<file path="config.mk">
export PLATFORM = sky130hd
export DESIGN_NAME = ttkm_tree
export DESIGN_NICKNAME = d
export VERILOG_FILES = /design/src/rtl/ttkm_pkg.sv /design/src/rtl/ttkm_tree.sv
export SDC_FILE = /design/constraint.sdc
export NUM_CORES = 1
export LEC_CHECK = 0
export BUFFER_PORTS_ARGS = -buffer_cell sky130_fd_sc_hd__buf_2
export CORE_MARGIN = 3
export CORE_UTILIZATION = 50
export CTS_BUF_LIST = sky130_fd_sc_hd__clkbuf_16
export CTS_CLUSTER_DIAMETER = 40
export DETAILED_ROUTE_END_ITERATION = 10
export PLACE_DENSITY = 0.75
export SLEW_MARGIN = 5
export SYNTH_ARGS = -nofsm -noshare
export SYNTH_HDL_FRONTEND = slang
export SYNTH_SLANG_ARGS = --single-unit
</file>
<file path="constraint.sdc">
create_clock -name clk -period 6.1 [get_ports clk]
set_input_delay 0.915 -clock clk [delete_from_list [all_inputs] [get_ports clk]]
set_output_delay 0.915 -clock clk [all_outputs]
set_load 0.03 [all_outputs]
</file>
<file path="src/rtl/ttkm_pkg.sv">
// ttkm_pkg: shared types, codes and defaults for the tournament-tree k-way merge.
// Used by every file of the block but ttkm_chan_if; depends on nothing.

package ttkm_pkg;

    // Default sizing, handed to the top level parameters
    localparam int NUM_LISTS_DEF  = 8;
    localparam int LIST_DEPTH_DEF = 16;
    localparam int VALUE_BITS_DEF = 31;

    // Fixed widths of the channel words
    localparam int LIST_INDEX_W = 3;
    localparam int VALUE_W      = 31;

    // Depth of the queue between the front and back ends
    localparam int QUEUE_DEPTH  = 2;

    // Command codes on the input word
    localparam logic CMD_APPEND  = 1'b0;
    localparam logic CMD_EXTRACT = 1'b1;

    typedef enum logic [1:0] {
        STATUS_APPENDED  = 2'd0,
        STATUS_DROPPED   = 2'd1,
        STATUS_EXTRACTED = 2'd2,
        STATUS_EMPTY     = 2'd3
    } status_t;

    // Operation classified by the front end
    typedef enum logic [1:0] {
        OP_APPEND,
        OP_DROP,
        OP_EXTRACT
    } op_t;

    // Back end sequencer
    typedef enum logic {
        BK_IDLE,
        BK_LOAD
    } back_state_t;

    typedef struct packed {
        logic                    cmd;
        logic [LIST_INDEX_W-1:0] list_index;
        logic [VALUE_W-1:0]      value;
    } in_word_t;

    typedef struct packed {
        status_t                 status;
        logic [VALUE_W-1:0]      min_value;
        logic [LIST_INDEX_W-1:0] source_list;
    } out_word_t;

endpackage

</file>
<file path="src/rtl/ttkm_tree.sv">
// ttkm_tree: registered tournament tree of minimum winners over the list heads.
// One register level per tree level; ties go to the left (lower) list. Depends on ttkm_pkg.

module ttkm_tree #(
    parameter int NUM_LISTS  = ttkm_pkg::NUM_LISTS_DEF,
    parameter int VALUE_BITS = ttkm_pkg::VALUE_BITS_DEF
) (
    input  logic                         clk,
    input  logic                         rst_n,
    input  logic                         leaf_vld [NUM_LISTS],
    input  logic [VALUE_BITS-1:0]        leaf_val [NUM_LISTS],
    output logic                         root_vld,
    output logic [$clog2(NUM_LISTS)-1:0] root_idx,
    output logic [VALUE_BITS-1:0]        root_val
);

    localparam int LIST_W  = $clog2(NUM_LISTS);
    localparam int NUM_PAD = 1 << LIST_W;

    logic                  pad_vld [NUM_PAD];
    logic [VALUE_BITS-1:0] pad_val [NUM_PAD];

    logic                  node_vld_reg [1:NUM_PAD-1];
    logic [LIST_W-1:0]     node_idx_reg [1:NUM_PAD-1];
    logic [VALUE_BITS-1:0] node_val_reg [1:NUM_PAD-1];

    // Leaves padded to a power of two; padding is always empty
    for (genvar gi = 0; gi < NUM_PAD; gi++)
    begin : g_leaf
        if (gi < NUM_LISTS)
        begin : g_real
            assign pad_vld[gi] = leaf_vld[gi];
            assign pad_val[gi] = leaf_val[gi];
        end
        else
        begin : g_pad
            assign pad_vld[gi] = 1'b0;
            assign pad_val[gi] = '0;
        end
    end

    // Internal nodes, heap order, node 1 is the root
    for (genvar gn = 1; gn < NUM_PAD; gn++)
    begin : g_node
        logic                  lft_vld;
        logic                  rgt_vld;
        logic [LIST_W-1:0]     lft_idx;
        logic [LIST_W-1:0]     rgt_idx;
        logic [VALUE_BITS-1:0] lft_val;
        logic [VALUE_BITS-1:0] rgt_val;
        logic                  lft_wins;

        if (2 * gn >= NUM_PAD)
        begin : g_from_leaf
            assign lft_vld = pad_vld[2*gn - NUM_PAD];
            assign rgt_vld = pad_vld[2*gn + 1 - NUM_PAD];
            assign lft_idx = LIST_W'(2*gn - NUM_PAD);
            assign rgt_idx = LIST_W'(2*gn + 1 - NUM_PAD);
            assign lft_val = pad_val[2*gn - NUM_PAD];
            assign rgt_val = pad_val[2*gn + 1 - NUM_PAD];
        end
        else
        begin : g_from_node
            assign lft_vld = node_vld_reg[2*gn];
            assign rgt_vld = node_vld_reg[2*gn + 1];
            assign lft_idx = node_idx_reg[2*gn];
            assign rgt_idx = node_idx_reg[2*gn + 1];
            assign lft_val = node_val_reg[2*gn];
            assign rgt_val = node_val_reg[2*gn + 1];
        end

        // Left keeps the match on a tie
        assign lft_wins = lft_vld && (!rgt_vld || (lft_val <= rgt_val));

        always_ff @(posedge clk or negedge rst_n)
        begin
            if (!rst_n)
            begin
                node_vld_reg[gn] <= 1'b0;
            end
            else
            begin
                node_vld_reg[gn] <= lft_vld || rgt_vld;
            end
        end

        always_ff @(posedge clk)
        begin
            node_idx_reg[gn] <= lft_wins ? lft_idx : rgt_idx;
            node_val_reg[gn] <= lft_wins ? lft_val : rgt_val;
        end
    end

    assign root_vld = node_vld_reg[1];
    assign root_idx = node_idx_reg[1];
    assign root_val = node_val_reg[1];

endmodule

</file>
=== After elaboration in Yosys (flattened, before gate mapping) ===
Memories as Yosys holds them, arrays and structs flattened.
Index checks and enable logic that the tools add are counted.

* Bits in registers: 7
* Memory bits (writable): 238
* Bits of input ports: 258
* Output and inout port bits: 35
* Word-level logic and storage cells: 58
* Memories kept: 2

* Magnitude comparators: 7
* Multiplexer cells: 14
* Reduce and logical (&&, ||, !) cells: 28

{| class="wikitable"
|+ Memory list
! name !! depth !! width !! read ports !! clocked after Yosys merged registers in !! wr ports !! RTL line !! RTL
|-
| node_val_reg || 7 || 31 || 7 || 0 || 7 || ttkm_tree.sv:25 || <nowiki>logic [VALUE_BITS-1:0] node_val_reg [1:NUM_PAD-1];</nowiki>
|-
| node_idx_reg || 7 || 3 || 7 || 0 || 7 || ttkm_tree.sv:24 || <nowiki>logic [LIST_W-1:0] node_idx_reg [1:NUM_PAD-1];</nowiki>
|}

{| class="wikitable"
|+ Operators with widths
! cell !! number
|-
| $le A31 B31 Y1 || 7
|-
| $mux W31 || 7
|-
| $logic_or A1 B1 Y1 || 14
|-
| $mux W3 || 3
|-
| $logic_and A1 B1 Y1 || 7
|-
| $logic_not A1 Y1 || 7
|-
| $mux W1 || 4
|}

=== Depth between registers and ports, before layout ===
An unclocked memory read counts as a cell.

* Depth in word-level cells: 5
* Depth in mapped cells: 9
* Depth with buffers taken out: 8

=== Worst setup path before layout ===
Ideal clock, no wire load.

* Path kind: input port to flip-flop
* From: input port leaf_val[14] in the netlist's numbering
* To: register, netlist name node_val_reg[1][100]
* Library setup time: 0.121 ns
* Arrival time: 2.778 ns
* Data required time: 5.979 ns
* Path slack: 3.201 ns
* Cell stages on the path: 9
* Buffers on the path: 1
* Cell sequence: inv_1 > ha_1 > and4_1 > nand4_1 > nor3_1 > nand3_1 > a32oi_1 > buf_2 > mux2_2

{| class="wikitable"
|+ RTL lines
! element !! RTL line !! RTL
|-
| start: declaration || ttkm_tree.sv:11 || <nowiki>input logic [VALUE_BITS-1:0] leaf_val [NUM_LISTS],</nowiki>
|}

==> qor.yml <==
floorplan:
  dieArea_um2: 27960
  dieHeight_um: 167.2
  fp.coreArea_um2: 25400
  pin_count: 293
  die_x_um: 167.2
  std_cell_rows: 58
  initial_core_util_pct: 51.17
grt:
  grt_max_degree: 35
  grt_util_all_layers_pct: 22.44
  grt_pass1_wl_um: 51490
  antenna_found_initial: 2
  grt_overflow: 0
  grt_pass1_vias: 10650
sta:
  slew_violations: 0
  worst_pin_slew_ns: 0.9017
  period_needed_ns: 3.651
  hold_viol: 0
  hold_ws_ns: 0.2688
  max_slew_margin_pct: 39.89
  final.setup.tns_ns: 0
  min_period_over_period_pct: 59.85
  rsz0062_at_grt: "no"
  setup-violations-final: 0
  max_freq_mhz: 273.9
  finClkSkew_ns: 0.01658
synthesis:
  ys_seq_area_share_pct: 36.47
  synthFlopType: "dfxtp_1"
  syn_area_um2: 13000
  synth_top_cell_by_area: "dfxtp_1"
  syn-instance-count: 1284
  synth_top_cells_by_count: "inv_1 (231), dfxtp_1 (228), ha_1 (217)"
  synth_most_common_cell: "inv_1"
  synth_fp_nets: 1759
  ys_warn_count: 0
  synth.area.top_cells: "dfxtp_1 (35%), ha_1 (21%), mux2_2 (19%)"
  async_flop_share_pct: 2.979
  synth_edf_count: 0
  yosysUniqueCellTypes: 34
  syn_area_per_cell_um2: 10.12
  synth_top_area_share_pct: 35.12
  synth-seq-cells: 235
cts:
  clockBufferDepth: 3
  ctsResizeCount: 0
  clockRootBuffer: "clkbuf_16"
  cts_buffers: 35
  clkTransAtPathRegs_ns: 0.06
  numClockSinks: 235
  tritoncts: "yes"
  h-tree-depth: 2
  hold_buffers: 0
  clock_latency_ns: 0.49
  post_cts_buffers: 0
outcome:
  outcome: "finished clean"
drt:
  drc_errors: 0
  wire_per_inst_um: 16.46
  via_count: 10240
  dr.first_iter.drc_count: 412
  ant_nets: 0
  drt_wl_total_um: 32200
  first_pass_iters: 5
  vias_per_cell: 5.237
setup_path:
  slowest_delay_ns: 0.75
  crit_required_ns: 6.46
  worst-path-buf-inv: 3
  r2r-start: "node_val_reg[1][106]"
  crit_path_end_kind: "flop"
  worstSetupStartpointType: "primary input"
  rr_worst_depth: 9
  cp_top_family: "simple AND/OR/NAND/NOR gates"
  critPathSlowestCell: "a32oi_2"
  reg2reg_slack_ns: 3.14
  cp.arrival_ns: 4.01
  worstPathCellList: "buf_2 -> inv_1 -> ha_1 -> and4_1 -> nand4_1 -> nor3_1 -> nand3_1 -> a32oi_2 -> buf_4 -> mux2_2"
  critPathKind: "primary input to flop"
  critical_path.max_fanout: 19
  r2r-end: "node_val_reg[0][98]"
layout:
  drive_above_1_share_pct: 36.31
  nets: 2074
  largest_reg_flops: 217
  area_delta_synth_final_pct: 23.92
power_and_ir_drop:
  power_uw: 5758
  p_leak_uw: 0.008136
  vdd_ir_drop_max_mv: 0.4532
  power_density_nw_per_um2: 357.5
place:
  place.gp.congestion: 0.8817
  port_buffers: 292
  place_hpwl_um: 26230
job:
  cap_violations: 0
worst_hold_path:
  hold_path_class: "primary input to async pin"
[worst register-to-register path, stage by stage, from the launching register on]
cell	delay, ns
dfxtp_1	0.33
inv_1	0.05
ha_1	0.31
nand4_1	0.18
or4_1	0.67
o21ai_0	0.20
a31oi_1	0.09
a211oi_4	0.17
buf_4	0.43
mux2_2	0.42
[routing by layer]
layer	GRT usage [%]	vias up	wire, um
li1	-	5141	-
met1	28.30	4755	13850
met5	0	-	13
met4	6.617	2	880
met2	39.36	284	15810
met3	4.037	62	1653
[kinds of logic after synthesis]
group	after synthesis	synth area share (%)
mux	221	19.15
fa+ha+maj	217	20.89
flops	235	36.47
simple gates	196	8.039
compound gates	163	7.827
buf+inv	252	7.625
[layout make-up]
type	instances	area [um^2]
flip-flops and latches	235	4740
fillers	2128	9294
clock buffers	37	925.9
diodes	1	2.502
inverters	231	867.1
well taps	330	412.9
clock inverters	26	340.3
multi-input cells	797	7303
repair buffers	299	1514
[power by group]
part / internal (uW) / switching [uW] / total, uW
clock network: 1380 / 748 / 2130
registers: 1860 / 161 / 2020
logic: 718 / 889 / 1610
[layout by cell type, fill, tap and decap left out, drive strengths merged]
cell,synthesis,routed
mux2,221,221
o2111ai,6,6
nand3,21,21
ha,217,217
clkinvlp,0,3
nand3b,7,7
nor3,19,19
o31ai,7,7
diode,0,1
clkinv,0,9
buf,21,299
nand2,36,36
nor2,29,29
bufinv,0,6
o21ai,29,29
a21oi,73,73
nand4,43,43
and4,7,7
dfrtp,7,7
a221o,6,6
inv,231,239
a22oi,7,7
a21o,6,6
nand2b,7,7
a31oi,1,1
or4,2,2
clkbuf,0,37
dfxtp,228,228
and2,6,6
a211oi,15,15
a32oi,6,6
o211ai,7,7
or2,7,7
nor2b,12,12
[how the worst max path moves through the flow]
| stage | cells after the start | slack [ns] | start | end |
|---|---|---|---|---|
| 6_report | 10 | 2.45 | leaf_val[12] | node_val_reg[1][106] |
| 2_1_floorplan | 9 | 3.20 | leaf_val[14] | node_val_reg[1][100] |
| 5_1_grt | 10 | 2.30 | leaf_val[12] | node_val_reg[1][106] |
| 3_3_place_gp | 10 | 2.03 | leaf_val[12] | node_val_reg[1][106] |
| 4_1_cts | 10 | 2.51 | leaf_val[12] | node_val_reg[1][106] |
| 3_5_place_dp | 10 | 2.02 | leaf_val[12] | node_val_reg[1][106] |
[through the flow]
stage | setup slack, ns | cells | util, % | area [um^2]
after CTS | 2.509 | 1955 | 63.40 | 16100
after floorplan | 3.201 | 1284 | - | 13000
after global routing | 2.296 | 1956 | 63.41 | 16110
after global placement | 2.032 | 1892 | 58.41 | 14840
final | 2.449 | 1956 | 63.41 | 16110
after detailed placement | 2.022 | 1892 | 58.41 | 14840
Power figures use the tool's default switching activity.
