## src/rtl/ttkm_pkg.sv

```systemverilog
// ttkm_pkg: shared types, codes and defaults for the tournament-tree k-way merge.
// Used by every file of the block but ttkm_chan_if; depends on nothing.

package ttkm_pkg;

    // Default sizing, handed to the top level parameters
    localparam int NUM_LISTS_DEF  = 8;
    localparam int LIST_DEPTH_DEF = 16;
    localparam int VALUE_BITS_DEF = 31;

    // Fixed widths of the channel words
    localparam int LIST_INDEX_W = 3;
    localparam int VALUE_W      = 31;

    // Depth of the queue between the front and back ends
    localparam int QUEUE_DEPTH  = 2;

    // Command codes on the input word
    localparam logic CMD_APPEND  = 1'b0;
    localparam logic CMD_EXTRACT = 1'b1;

    typedef enum logic [1:0] {
        STATUS_APPENDED  = 2'd0,
        STATUS_DROPPED   = 2'd1,
        STATUS_EXTRACTED = 2'd2,
        STATUS_EMPTY     = 2'd3
    } status_t;

    // Operation classified by the front end
    typedef enum logic [1:0] {
        OP_APPEND,
        OP_DROP,
        OP_EXTRACT
    } op_t;

    // Back end sequencer
    typedef enum logic {
        BK_IDLE,
        BK_LOAD
    } back_state_t;

    typedef struct packed {
        logic                    cmd;
        logic [LIST_INDEX_W-1:0] list_index;
        logic [VALUE_W-1:0]      value;
    } in_word_t;

    typedef struct packed {
        status_t                 status;
        logic [VALUE_W-1:0]      min_value;
        logic [LIST_INDEX_W-1:0] source_list;
    } out_word_t;

endpackage

```

## src/rtl/ttkm_chan_if.sv

```systemverilog
// ttkm_chan_if: valid/ready channel carrying one word of a chosen payload type.
// Payload types come from ttkm_pkg.

interface ttkm_chan_if #(
    parameter type payload_t = logic
);
    logic     valid;
    logic     ready;
    payload_t payload;

    modport source (output valid, output payload, input ready);
    modport sink   (input valid, input payload, output ready);
endinterface

```

## src/rtl/ttkm_back.sv

```systemverilog
// ttkm_back: executes queued operations on the list store and list pointers, feeds the list
// heads to the tree and registers the result word. Depends on ttkm_pkg and ttkm_chan_if.

module ttkm_back #(
    parameter int NUM_LISTS  = ttkm_pkg::NUM_LISTS_DEF,
    parameter int LIST_DEPTH = ttkm_pkg::LIST_DEPTH_DEF,
    parameter int VALUE_BITS = ttkm_pkg::VALUE_BITS_DEF
) (
    input  logic                         clk,
    input  logic                         rst_n,
    input  logic                         q_valid,
    output logic                         q_ready,
    input  ttkm_pkg::op_t                q_op,
    input  logic [$clog2(NUM_LISTS)-1:0] q_list,
    input  logic [VALUE_BITS-1:0]        q_value,
    input  logic                         root_vld,
    input  logic [$clog2(NUM_LISTS)-1:0] root_idx,
    input  logic [VALUE_BITS-1:0]        root_val,
    output logic                         leaf_vld [NUM_LISTS],
    output logic [VALUE_BITS-1:0]        leaf_val [NUM_LISTS],
    ttkm_chan_if.source                  out_ch
);

    localparam int LIST_W    = $clog2(NUM_LISTS);
    localparam int PTR_W     = $clog2(LIST_DEPTH);
    localparam int CNT_W     = $clog2(LIST_DEPTH + 1);
    localparam int MEM_DEPTH = NUM_LISTS * LIST_DEPTH;
    localparam int ADDR_W    = $clog2(MEM_DEPTH);
    localparam int LEVELS    = LIST_W;
    localparam int SETTLE_W  = $clog2(LEVELS + 1);

    ttkm_pkg::back_state_t state_reg, state_next;

    logic [CNT_W-1:0]      fill_reg [NUM_LISTS];
    logic [PTR_W-1:0]      head_reg [NUM_LISTS];
    logic [PTR_W-1:0]      tail_reg [NUM_LISTS];
    logic [VALUE_BITS-1:0] leaf_val_reg [NUM_LISTS];
    logic [LIST_W-1:0]     pop_list_reg;
    logic [SETTLE_W-1:0]   settle_reg;
    logic [VALUE_BITS-1:0] list_mem [MEM_DEPTH];
    logic [VALUE_BITS-1:0] rd_data_reg;
    logic                  out_valid_reg;
    ttkm_pkg::out_word_t   out_word_reg;

    logic                  slot_free;
    logic                  is_extract;
    logic                  take;
    logic [LIST_W-1:0]     cur_list;
    logic [CNT_W-1:0]      cur_fill;
    logic [PTR_W-1:0]      cur_head;
    logic [PTR_W-1:0]      cur_tail;
    logic                  list_full;
    logic [PTR_W-1:0]      head_adv;
    logic [PTR_W-1:0]      tail_adv;
    logic [ADDR_W-1:0]     base_addr;
    logic [ADDR_W-1:0]     wr_addr;
    logic [ADDR_W-1:0]     rd_addr;
    logic                  do_append;
    logic                  do_pop;
    logic                  leaf_from_in;
    logic                  leaf_from_mem;
    ttkm_pkg::out_word_t   res_word;

    // List selected for this word: the winner on extract, the target on append
    assign is_extract = (q_op == ttkm_pkg::OP_EXTRACT);
    assign slot_free  = !out_valid_reg || out_ch.ready;
    assign cur_list   = is_extract ? root_idx : q_list;
    assign cur_fill   = fill_reg[cur_list];
    assign cur_head   = head_reg[cur_list];
    assign cur_tail   = tail_reg[cur_list];
    assign list_full  = (cur_fill == CNT_W'(LIST_DEPTH));
    assign head_adv   = (cur_head == PTR_W'(LIST_DEPTH - 1)) ? '0 : cur_head + 1'b1;
    assign tail_adv   = (cur_tail == PTR_W'(LIST_DEPTH - 1)) ? '0 : cur_tail + 1'b1;
    assign base_addr  = ADDR_W'(cur_list) * ADDR_W'(LIST_DEPTH);
    assign wr_addr    = base_addr + ADDR_W'(cur_tail);
    assign rd_addr    = base_addr + ADDR_W'(head_adv);

    // Next state
    always_comb
    begin
        state_next = state_reg;
        unique case (state_reg)
            ttkm_pkg::BK_IDLE:
            begin
                if (take && is_extract && root_vld)
                begin
                    state_next = ttkm_pkg::BK_LOAD;
                end
            end
            ttkm_pkg::BK_LOAD:
            begin
                state_next = ttkm_pkg::BK_IDLE;
            end
            default:
            begin
                state_next = ttkm_pkg::BK_IDLE;
            end
        endcase
    end

    // Sequencer outputs; an extract waits for the tree to settle
    always_comb
    begin
        q_ready       = 1'b0;
        leaf_from_mem = 1'b0;
        unique case (state_reg)
            ttkm_pkg::BK_IDLE:
            begin
                q_ready = slot_free && (!is_extract || (settle_reg == '0));
            end
            ttkm_pkg::BK_LOAD:
            begin
                leaf_from_mem = 1'b1;
            end
            default:
            begin
                q_ready = 1'b0;
            end
        endcase
    end

    assign take         = q_valid && q_ready;
    assign do_append    = take && (q_op == ttkm_pkg::OP_APPEND) && !list_full;
    assign do_pop       = take && is_extract && root_vld;
    assign leaf_from_in = do_append && (cur_fill == '0);

    // Result word
    always_comb
    begin
        res_word = '0;
        case (q_op)
            ttkm_pkg::OP_APPEND:
            begin
                res_word.status = list_full ? ttkm_pkg::STATUS_DROPPED
                                            : ttkm_pkg::STATUS_APPENDED;
            end
            ttkm_pkg::OP_EXTRACT:
            begin
                if (root_vld)
                begin
                    res_word.status      = ttkm_pkg::STATUS_EXTRACTED;
                    res_word.min_value   = ttkm_pkg::VALUE_W'(root_val);
                    res_word.source_list = ttkm_pkg::LIST_INDEX_W'(root_idx);
                end
                else
                begin
                    res_word.status = ttkm_pkg::STATUS_EMPTY;
                end
            end
            default:
            begin
                res_word.status = ttkm_pkg::STATUS_DROPPED;
            end
        endcase
    end

    // Control registers
    always_ff @(posedge clk or negedge rst_n)
    begin
        if (!rst_n)
        begin
            state_reg     <= ttkm_pkg::BK_IDLE;
            settle_reg    <= '0;
            out_valid_reg <= 1'b0;
            for (int i = 0; i < NUM_LISTS; i++)
            begin
                fill_reg[i] <= '0;
                head_reg[i] <= '0;
                tail_reg[i] <= '0;
            end
        end
        else
        begin
            state_reg <= state_next;
            if (do_append)
            begin
                tail_reg[cur_list] <= tail_adv;
                fill_reg[cur_list] <= cur_fill + 1'b1;
            end
            if (do_pop)
            begin
                head_reg[cur_list] <= head_adv;
                fill_reg[cur_list] <= cur_fill - 1'b1;
            end
            // A changed leaf passes every register level of the tree before it reaches the root
            if (leaf_from_in || leaf_from_mem)
            begin
                settle_reg <= SETTLE_W'(LEVELS);
            end
            else if (settle_reg != '0)
            begin
                settle_reg <= settle_reg - 1'b1;
            end
            if (take)
            begin
                out_valid_reg <= 1'b1;
            end
            else if (out_ch.ready)
            begin
                out_valid_reg <= 1'b0;
            end
        end
    end

    // Result and pop bookkeeping, payload only
    always_ff @(posedge clk)
    begin
        if (take)
        begin
            out_word_reg <= res_word;
        end
        if (do_pop)
        begin
            pop_list_reg <= cur_list;
        end
    end

    // List store: one write port, one registered read port (next head on pop)
    always_ff @(posedge clk)
    begin
        if (do_append)
        begin
            list_mem[wr_addr] <= q_value;
        end
        rd_data_reg <= list_mem[rd_addr];
    end

    // Head copies seen by the tree
    always_ff @(posedge clk)
    begin
        if (leaf_from_in)
        begin
            leaf_val_reg[cur_list] <= q_value;
        end
        else if (leaf_from_mem)
        begin
            leaf_val_reg[pop_list_reg] <= rd_data_reg;
        end
    end

    for (genvar gi = 0; gi < NUM_LISTS; gi++)
    begin : g_leaf_out
        assign leaf_vld[gi] = (fill_reg[gi] != '0);
        assign leaf_val[gi] = leaf_val_reg[gi];
    end

    assign out_ch.valid   = out_valid_reg;
    assign out_ch.payload = out_word_reg;

endmodule

```

## src/flat_wrapper.sv

```systemverilog
// flat-port wrapper written by rule: the top's interface ports become plain ports
module ttkm_back_flat 
#(
    parameter int NUM_LISTS  = ttkm_pkg::NUM_LISTS_DEF,
    parameter int LIST_DEPTH = ttkm_pkg::LIST_DEPTH_DEF,
    parameter int VALUE_BITS = ttkm_pkg::VALUE_BITS_DEF
)
  (clk, rst_n, q_valid, q_ready, q_op, q_list, q_value, root_vld, root_idx, root_val, leaf_vld, leaf_val, out_ch_valid, out_ch_payload, out_ch_ready);
  ttkm_chan_if out_ch_i ();
  input  logic clk;
  input  logic rst_n;
  input  logic q_valid;
  output logic q_ready;
  input  ttkm_pkg::op_t q_op;
  input  logic [$clog2(NUM_LISTS)-1:0] q_list;
  input  logic [VALUE_BITS-1:0] q_value;
  input  logic root_vld;
  input  logic [$clog2(NUM_LISTS)-1:0] root_idx;
  input  logic [VALUE_BITS-1:0] root_val;
  output logic leaf_vld[NUM_LISTS];
  output logic [VALUE_BITS-1:0] leaf_val[NUM_LISTS];
  output wire logic [$bits(out_ch_i.valid)-1:0] out_ch_valid;
  output wire logic [$bits(out_ch_i.payload)-1:0] out_ch_payload;
  input wire logic [$bits(out_ch_i.ready)-1:0] out_ch_ready;
  assign out_ch_valid = out_ch_i.valid;
  assign out_ch_payload = out_ch_i.payload;
  assign out_ch_i.ready = out_ch_ready;
  ttkm_back #(.NUM_LISTS(NUM_LISTS), .LIST_DEPTH(LIST_DEPTH), .VALUE_BITS(VALUE_BITS)) u_core (.clk(clk), .rst_n(rst_n), .q_valid(q_valid), .q_ready(q_ready), .q_op(q_op), .q_list(q_list), .q_value(q_value), .root_vld(root_vld), .root_idx(root_idx), .root_val(root_val), .leaf_vld(leaf_vld), .leaf_val(leaf_val), .out_ch(out_ch_i));
endmodule
```

## config.mk

```make
export PLATFORM = sky130hd
export DESIGN_NAME = ttkm_back_flat
export DESIGN_NICKNAME = d
export VERILOG_FILES = /design/src/rtl/ttkm_pkg.sv /design/src/rtl/ttkm_chan_if.sv /design/src/rtl/ttkm_back.sv /design/src/flat_wrapper.sv
export SDC_FILE = /design/constraint.sdc
export NUM_CORES = 2
export LEC_CHECK = 0
export BUFFER_PORTS_ARGS = -buffer_cell sky130_fd_sc_hd__buf_2
export CAP_MARGIN = 20
export CORE_MARGIN = 2
export CORE_UTILIZATION = 30
export DETAILED_ROUTE_END_ITERATION = 8
export GPL_ROUTABILITY_DRIVEN = 0
export HOLD_SLACK_MARGIN = 0.02
export SYNTH_ARGS = -nofsm -noshare
export SYNTH_HDL_FRONTEND = slang
export SYNTH_MEMORY_MAX_BITS = 65536
export SYNTH_SLANG_ARGS = --single-unit
```

## constraint.sdc

```tcl
create_clock -name clk -period 9.3 [get_ports clk]
set_input_delay 1.86 -clock clk [delete_from_list [all_inputs] [get_ports clk]]
set_output_delay 1.86 -clock clk [all_outputs]
set_load 0.05 [all_outputs]
```

Word-level counts from Yosys, hierarchy flattened
Memory sizes are Yosys's and may differ from the RTL's. A register that Yosys moved wholly into a read port is not among the register bits.
Index checks and enable logic that the tools add are counted.

storage, ports and cells
  memory bits (writable) = 4216
  bits in read-only memories = 0
  logic and storage cells = 116
  bits of input ports = 75
  bits in latches = 0
  memories = 2
  register bits after elaboration = 112

memory list
  memory               words  width  read ports  clocked after memory_dff  wr ports  RTL line         source
  u_core.list_mem      128    31     1           1                         1         ttkm_back.sv:40  logic [VALUE_BITS-1:0] list_mem [MEM_DEPTH];
  u_core.leaf_val_reg  8      31     8           0                         1         ttkm_back.sv:37  logic [VALUE_BITS-1:0] leaf_val_reg [NUM_LISTS];

cells by class
  bitwise operators = 2
  equality and inequality tests = 4
  divide/modulo/power cells = 0
  multiply operators = 0
  order comparisons = 2
  shift-type cells = 0
  $add $sub $neg = 7
  muxes and demuxes = 40
  reduce and logical (&&, ||, !) cells = 30

operator list
  kind                                                       count
  bitwise mux 40 bit                                         2
  2-to-1 mux 40 bit                                          2
  bitwise mux 32 bit                                         2
  nonzero test 5 bit                                         8
  2-to-1 mux 31 bit                                          1
  OR reduction 31 bit                                        1
  2-to-1 mux 4 bit                                           7
  binary-select mux 4 bit (select 3 bit)                     2
  binary-select mux 5 bit (select 3 bit)                     1
  demux 5 bit (select 3 bit)                                 1
  2-to-1 mux 5 bit                                           3
  adder 7 x 4 -> 7 bit                                       2
  2-to-1 mux 1 bit                                           13
  demux 4 bit (select 3 bit)                                 1
  adder 4 x 1 -> 4 bit (second input constant)               2
  equality test 4 bit (second input constant)                2
  logical AND 1 bit                                          8
  2-to-1 mux 3 bit                                           2
  nonzero test 2 bit                                         3
  adder 5 x 1 -> 5 bit (second input constant)               1
  equality test 5 bit (second input constant)                1
  zero test 5 bit                                            1
  subtractor 5 x 1 -> 5 bit (second input constant)          1
  greater-or-equal comparator 4 bit (second input constant)  1
  11 further kinds                                           17

Longest topological paths before layout
  depth after elaboration = 14
  depth in mapped cells = 21
  mapped depth without buffers = 17

Least setup slack after synthesis
Ideal clock, no wire load.

  kind = input-to-reg
  start point = in q_op[0]
  end point = mem u_core.list_mem[64][0] (netlist bit), enable pin
  arrival = 6.501 ns
  buffers on the path = 4
  data required time = 8.881 ns
  setup slack = 2.380 ns
  setup time = 0.419 ns
  cell stages on the path = 16
  cells stage by stage = nand2b_2 mux2i_1 inv_1 buf_2 clkbuf_1 clkbuf_1 nand2_1 and3_1 nor4_1 inv_1 ha_1 a41oi_1 and2_1 nand3_1 clkbuf_1 nor2_1

on the way
  word-level cells in the longest chain between the ends = 11
  elaborated cells between the ends (all ways) = 22
  those cells by class = 1 x add/sub; 2 x eq/ne; 10 x mux; 1 x bitwise; 8 x reduce/logical

ends and longest elaborated chain
  item                                                          RTL line            source
  from (decl)                                                   flat_wrapper.sv:14  input ttkm_pkg::op_t q_op;
  equality test 2 bit (*)                                       --
  2-to-1 mux 3 bit (*)                                          ttkm_back.sv:67     assign cur_list = is_extract ? root_idx : q_list;
  net u_core.base_addr[4]                                       ttkm_back.sv:55     logic [ADDR_W-1:0] base_addr;
  branches (longest 9 deep; another with adder 7 x 4 -> 7 bit)  --
  to (decl)                                                     ttkm_back.sv:40

Mark *: on every way through the listed nets, which the timed path passes. The select of a mux whose other input is x is not followed.

Worst setup path after layout
  start point = in q_op[1]
  end point = reg u_core.rd_data_reg[28], read port of u_core.list_mem

on the way
  word-level cells in the longest chain between the ends = 9
  elaborated cells between the ends (all ways) = 10
  those cells by class = 2 x add/sub; 2 x eq/ne; 5 x mux; 1 x bitwise

ends and longest elaborated chain
  item                                                         RTL line         source
  equality test 2 bit (*)                                      --
  2-to-1 mux 3 bit (*)                                         ttkm_back.sv:67
  net u_core.base_addr[5]                                      ttkm_back.sv:55
  NOT 3 -> 4 bit (not written as such)                         ttkm_back.sv:69  assign cur_head = head_reg[cur_list];
  binary-select mux 4 bit (select 3 bit)                       ttkm_back.sv:69
  2-to-1 mux 4 bit (not written as such) (2 in series)         ttkm_back.sv:69
  adder 4 x 1 -> 4 bit or equality test 4 bit (tied branches)  ttkm_back.sv:72  assign head_adv = (cur_head == PTR_W'(LIST_DEPTH - 1)) ? '0 : cur_head + 1'b1;
  2-to-1 mux 4 bit                                             ttkm_back.sv:72
  adder 7 x 4 -> 7 bit (*)                                     ttkm_back.sv:76  assign rd_addr = base_addr + ADDR_W'(head_adv);
  to (decl)                                                    ttkm_back.sv:41  logic [VALUE_BITS-1:0] rd_data_reg;

The timed path passes the listed nets; every way through them passes the cells marked *. The select of a mux whose other input is x is not followed.
A chain may end at the register's enable or synchronous reset.

==> run_results.csv <==
group,metric,value,unit
logic_synthesis,syn-cell-area,0.175,mm2
place,numPlacedInstances,18800,
sta,min_period,8080,ps
worst_setup_path,cp_cell_sequence,"buf_2, nor2b_1, mux2_2, o221ai_1, or2_2, ha_4, inv_1, nor3_1, a311oi_4, buf_12, buf_4, mux2i_1, nor4_1, o22ai_1, nor4_1, nand4b_1",
clocking,clock_sink_count,4359,
logic_synthesis,synthCells,11100,
grt,track_usage,0.173,
worst_setup_path,end_kind,"register",
logic_synthesis,synthArstFlopShare,0.0248,
worst_setup_path,worstSetupEndpoint,"u_core.rd_data_reg[28]",
logic_synthesis,synth_seq_area_share,0.745,
worst_setup_path,crit_required,10160,ps
worst_setup_path,cp_slowest_cell,"nor4_1",
logic_synthesis,synth-seq-cells,4359,
floorplanning,start_util,0.301,
clocking,cts_buffers,412,
clocking,htreeDepth,5,
sta,hold_violations,0,
floorplanning,core,0.581,mm2
clocking,clk_pin_slew,60,ps
layout,nFillCells,54800,
clocking,post-cts-setup-buffers,0,
worst_setup_path,cp_num_buf_inv,4,
power,p_per_area,238,mW/mm2
logic_synthesis,synth_common_cells,"4220 x edfxtp_1, 1616 x o21ai_0, 1372 x mux2i_1, 573 x clkbuf_1, 562 x nand2_1",
routing,viasPerCell,5.37,
logic_synthesis,yosysTopAreaCellShare,0.726,
routing,avgRoutedWirePerCell,27.3,um
job,max-cap-violations,0,
power,power_leakage,65.5,nW
sta,period_share,0.869,
routing,ant_nets,0,
clocking,root_buffer,"clkbuf_16",
grt,grt_pass1_vias,97800,
sta,whs,474,ps
routing,drt_iter0_drc,14300,
worst_setup_path,worstPathArrival,8930,ps
sta,worst_slew_pin_slew,1310,ps
worst_setup_path,crit_path_frequent_cell,"nor4_1",
power,peakVddDrop,180,uV
worst_setup_path,cp.depth,16,
clocking,cts_hold_buf,0,
outcome,outcome,"completed",
floorplanning,die_h,767,um
worst_setup_path,critPathKind,"in2reg",
layout,stdcell_count,19600,
logic_synthesis,yosys_most_used_dff,"edfxtp_1",
logic_synthesis,synth_edf_count,4220,
layout,largest_reg_flops,3968,
clocking,cts_tree,"done",
clocking,cts_resized,0,
floorplanning,ioPinCount,334,
floorplanning,die_w,767,um
logic_synthesis,syn-num-nets,11100,
grt,grt_max_degree,173,
worst_setup_path,critPathTopFamily,"simple AND/OR/NAND/NOR gates",
worst_setup_path,r2r_start,"u_core.head_reg[4]",
clocking,clock_path_buffers,4,
layout,fin_nets,11600,
floorplanning,row_count,280,
worst_hold_path,hp-class,"reg2reg",
place,dp_hpwl,322000,um
place,portBuffers,302,
sta,finalSetupTns,0,ps
logic_synthesis,ys_top_cells_by_area,"edfxtp_1 73%, mux2i_1 7.9%, o21ai_0 4.6%, mux4_2 1.7%, dfrtp_1 1.5%",
logic_synthesis,yosys_warnings,0,
worst_setup_path,critPathMaxStageDelay,1100,ps
sta,rsz0062_at_grt,"false",
worst_setup_path,r2r_cells,14,
grt,grt_antenna_before_repair,45,
routing,dr.pass1.iters,9,
worst_setup_path,cp-startpoint,"q_op[1]",
sta,fmaxAchievable,0.124,GHz
sta,setup-violations-final,0,
worst_setup_path,rrSetupSlack,3010,ps
clocking,insertion_delay,1050,ps
sta,slew_violations,0,
routing,vias,105000,
sta,slew_headroom,0.121,
worst_setup_path,start_kind,"primary input",
worst_setup_path,cp_max_fo,36,
logic_synthesis,syn_area_per_cell,15.8,um2
logic_synthesis,yosysUniqueCellTypes,80,
logic_synthesis,yosys.area.top_type,"edfxtp_1",
grt,grt_pass1_wl,749000,um
routing,wirelength,535000,um
worst_setup_path,r2r_end,"u_core.rd_data_reg[28]",
layout,drive_gt1_frac,0.160,
grt,grt_remaining_overflow,0,
sta,fin_worst_skew,102,ps
logic_synthesis,yosysMostFrequentCell,"edfxtp_1",
routing,drc_errors,0,
floorplanning,die_area,0.588,mm2
layout,syn_to_final_growth,15.8,%
-- cell type report --
class / count / area, um2 / area share
Timing Repair Buffer: 866 / 6930 / 0.0343
Clock buffer: 514 / 10800 / 0.0535
Clock inverter: 249 / 2450 / 0.0121
Sequential cell: 4359 / 130000 / 0.643
Tap cell: 7755 / 9700 / 0.0480
Inverter: 22 / 85.1 / 0.000421
Multi-Input combinational cell: 5819 / 42000 / 0.208
Antenna cell: 20 / 50.0 / 0.000248
-- logic make-up (layout without fill, tap and decap cells) --
group,after synthesis,count (layout),share of synthesized area
xor gates and xnor gates,6,6,0.000301
other,0,20,0
AOI/OAI and AO/OA,2750,2750,0.0935
muxes,1555,1555,0.0988
buffers and inverters,873,1651,0.0220
and+or+nand+nor,1503,1503,0.0399
DFF,4359,4359,0.745
adders and majority gates,5,5,0.000358
-- where the power goes --
part           switching [mW]  internal [mW]  leakage [nW]
registers               0.185           21.8          39.6
clock network            7.49           9.29          6.43
logic                    6.26           3.18          19.5
-- metal layers --
layer / wire [um] / up-vias / track usage
met5: 90 / - / 0
met4: 25600 / 12 / 0.0761
met3: 51200 / 865 / 0.0372
met2: 242000 / 5193 / 0.269
met1: 217000 / 54300 / 0.234
li1: - / 44800 / -
-- worst register-to-register path: stages, from the launching register on --
cell      delay [ps]
dfrtp_1          380
mux2i_1          130
o221ai_1         480
or2_2            530
ha_4             210
inv_1            270
nor3_1           170
a311oi_4         530
buf_12           360
buf_4            310
mux2i_1          150
nor4_1          1110
o22ai_1          390
nor4_1           960
nand4b_1         170
-- layout by cell type, fill, tap and decap left out, drive strengths merged, types with 58 or more instances in the layout --
| cell type | count |
|---|---|
| o221a | 59 |
| dfrtp | 108 |
| nand3 | 342 |
| mux4 | 128 |
| o21ai | 1635 |
| nor4 | 184 |
| a31oi | 58 |
| nand2 | 562 |
| clkbuf | 515 |
| o22ai | 433 |
| and3 | 59 |
| clkinv | 178 |
| a211oi | 82 |
| edfxtp | 4220 |
| o211ai | 65 |
| buf | 864 |
| a21oi | 127 |
| o221ai | 78 |
| mux2i | 1373 |
| nor2 | 247 |
-- worst min-delay path by stage --
stage	depth (start not counted)	end	from	slack [ps]
2_1_floorplan	2	u_core.tail_reg[25]	u_core.tail_reg[25]	450
3_3_place_gp	2	u_core.tail_reg[2]	u_core.tail_reg[2]	470
3_5_place_dp	2	u_core.tail_reg[30]	u_core.tail_reg[30]	460
4_1_cts	2	u_core.tail_reg[30]	u_core.tail_reg[30]	480
5_1_grt	2	u_core.tail_reg[30]	u_core.tail_reg[30]	500
6_report	2	u_core.tail_reg[30]	u_core.tail_reg[30]	470
-- stage by stage --
step	util	cell area (um2)	total power, mW	setup slack (ps)
floorplan	-	175000	28.0	2380
global placement	0.325	189000	31.6	444
detailed placement	0.325	189000	31.6	496
CTS	0.348	202000	48.2	1570
global route	0.348	202000	49.5	1360
finish	0.348	202000	48.2	1220
No activity file was read; power rests on OpenSTA's default activity.
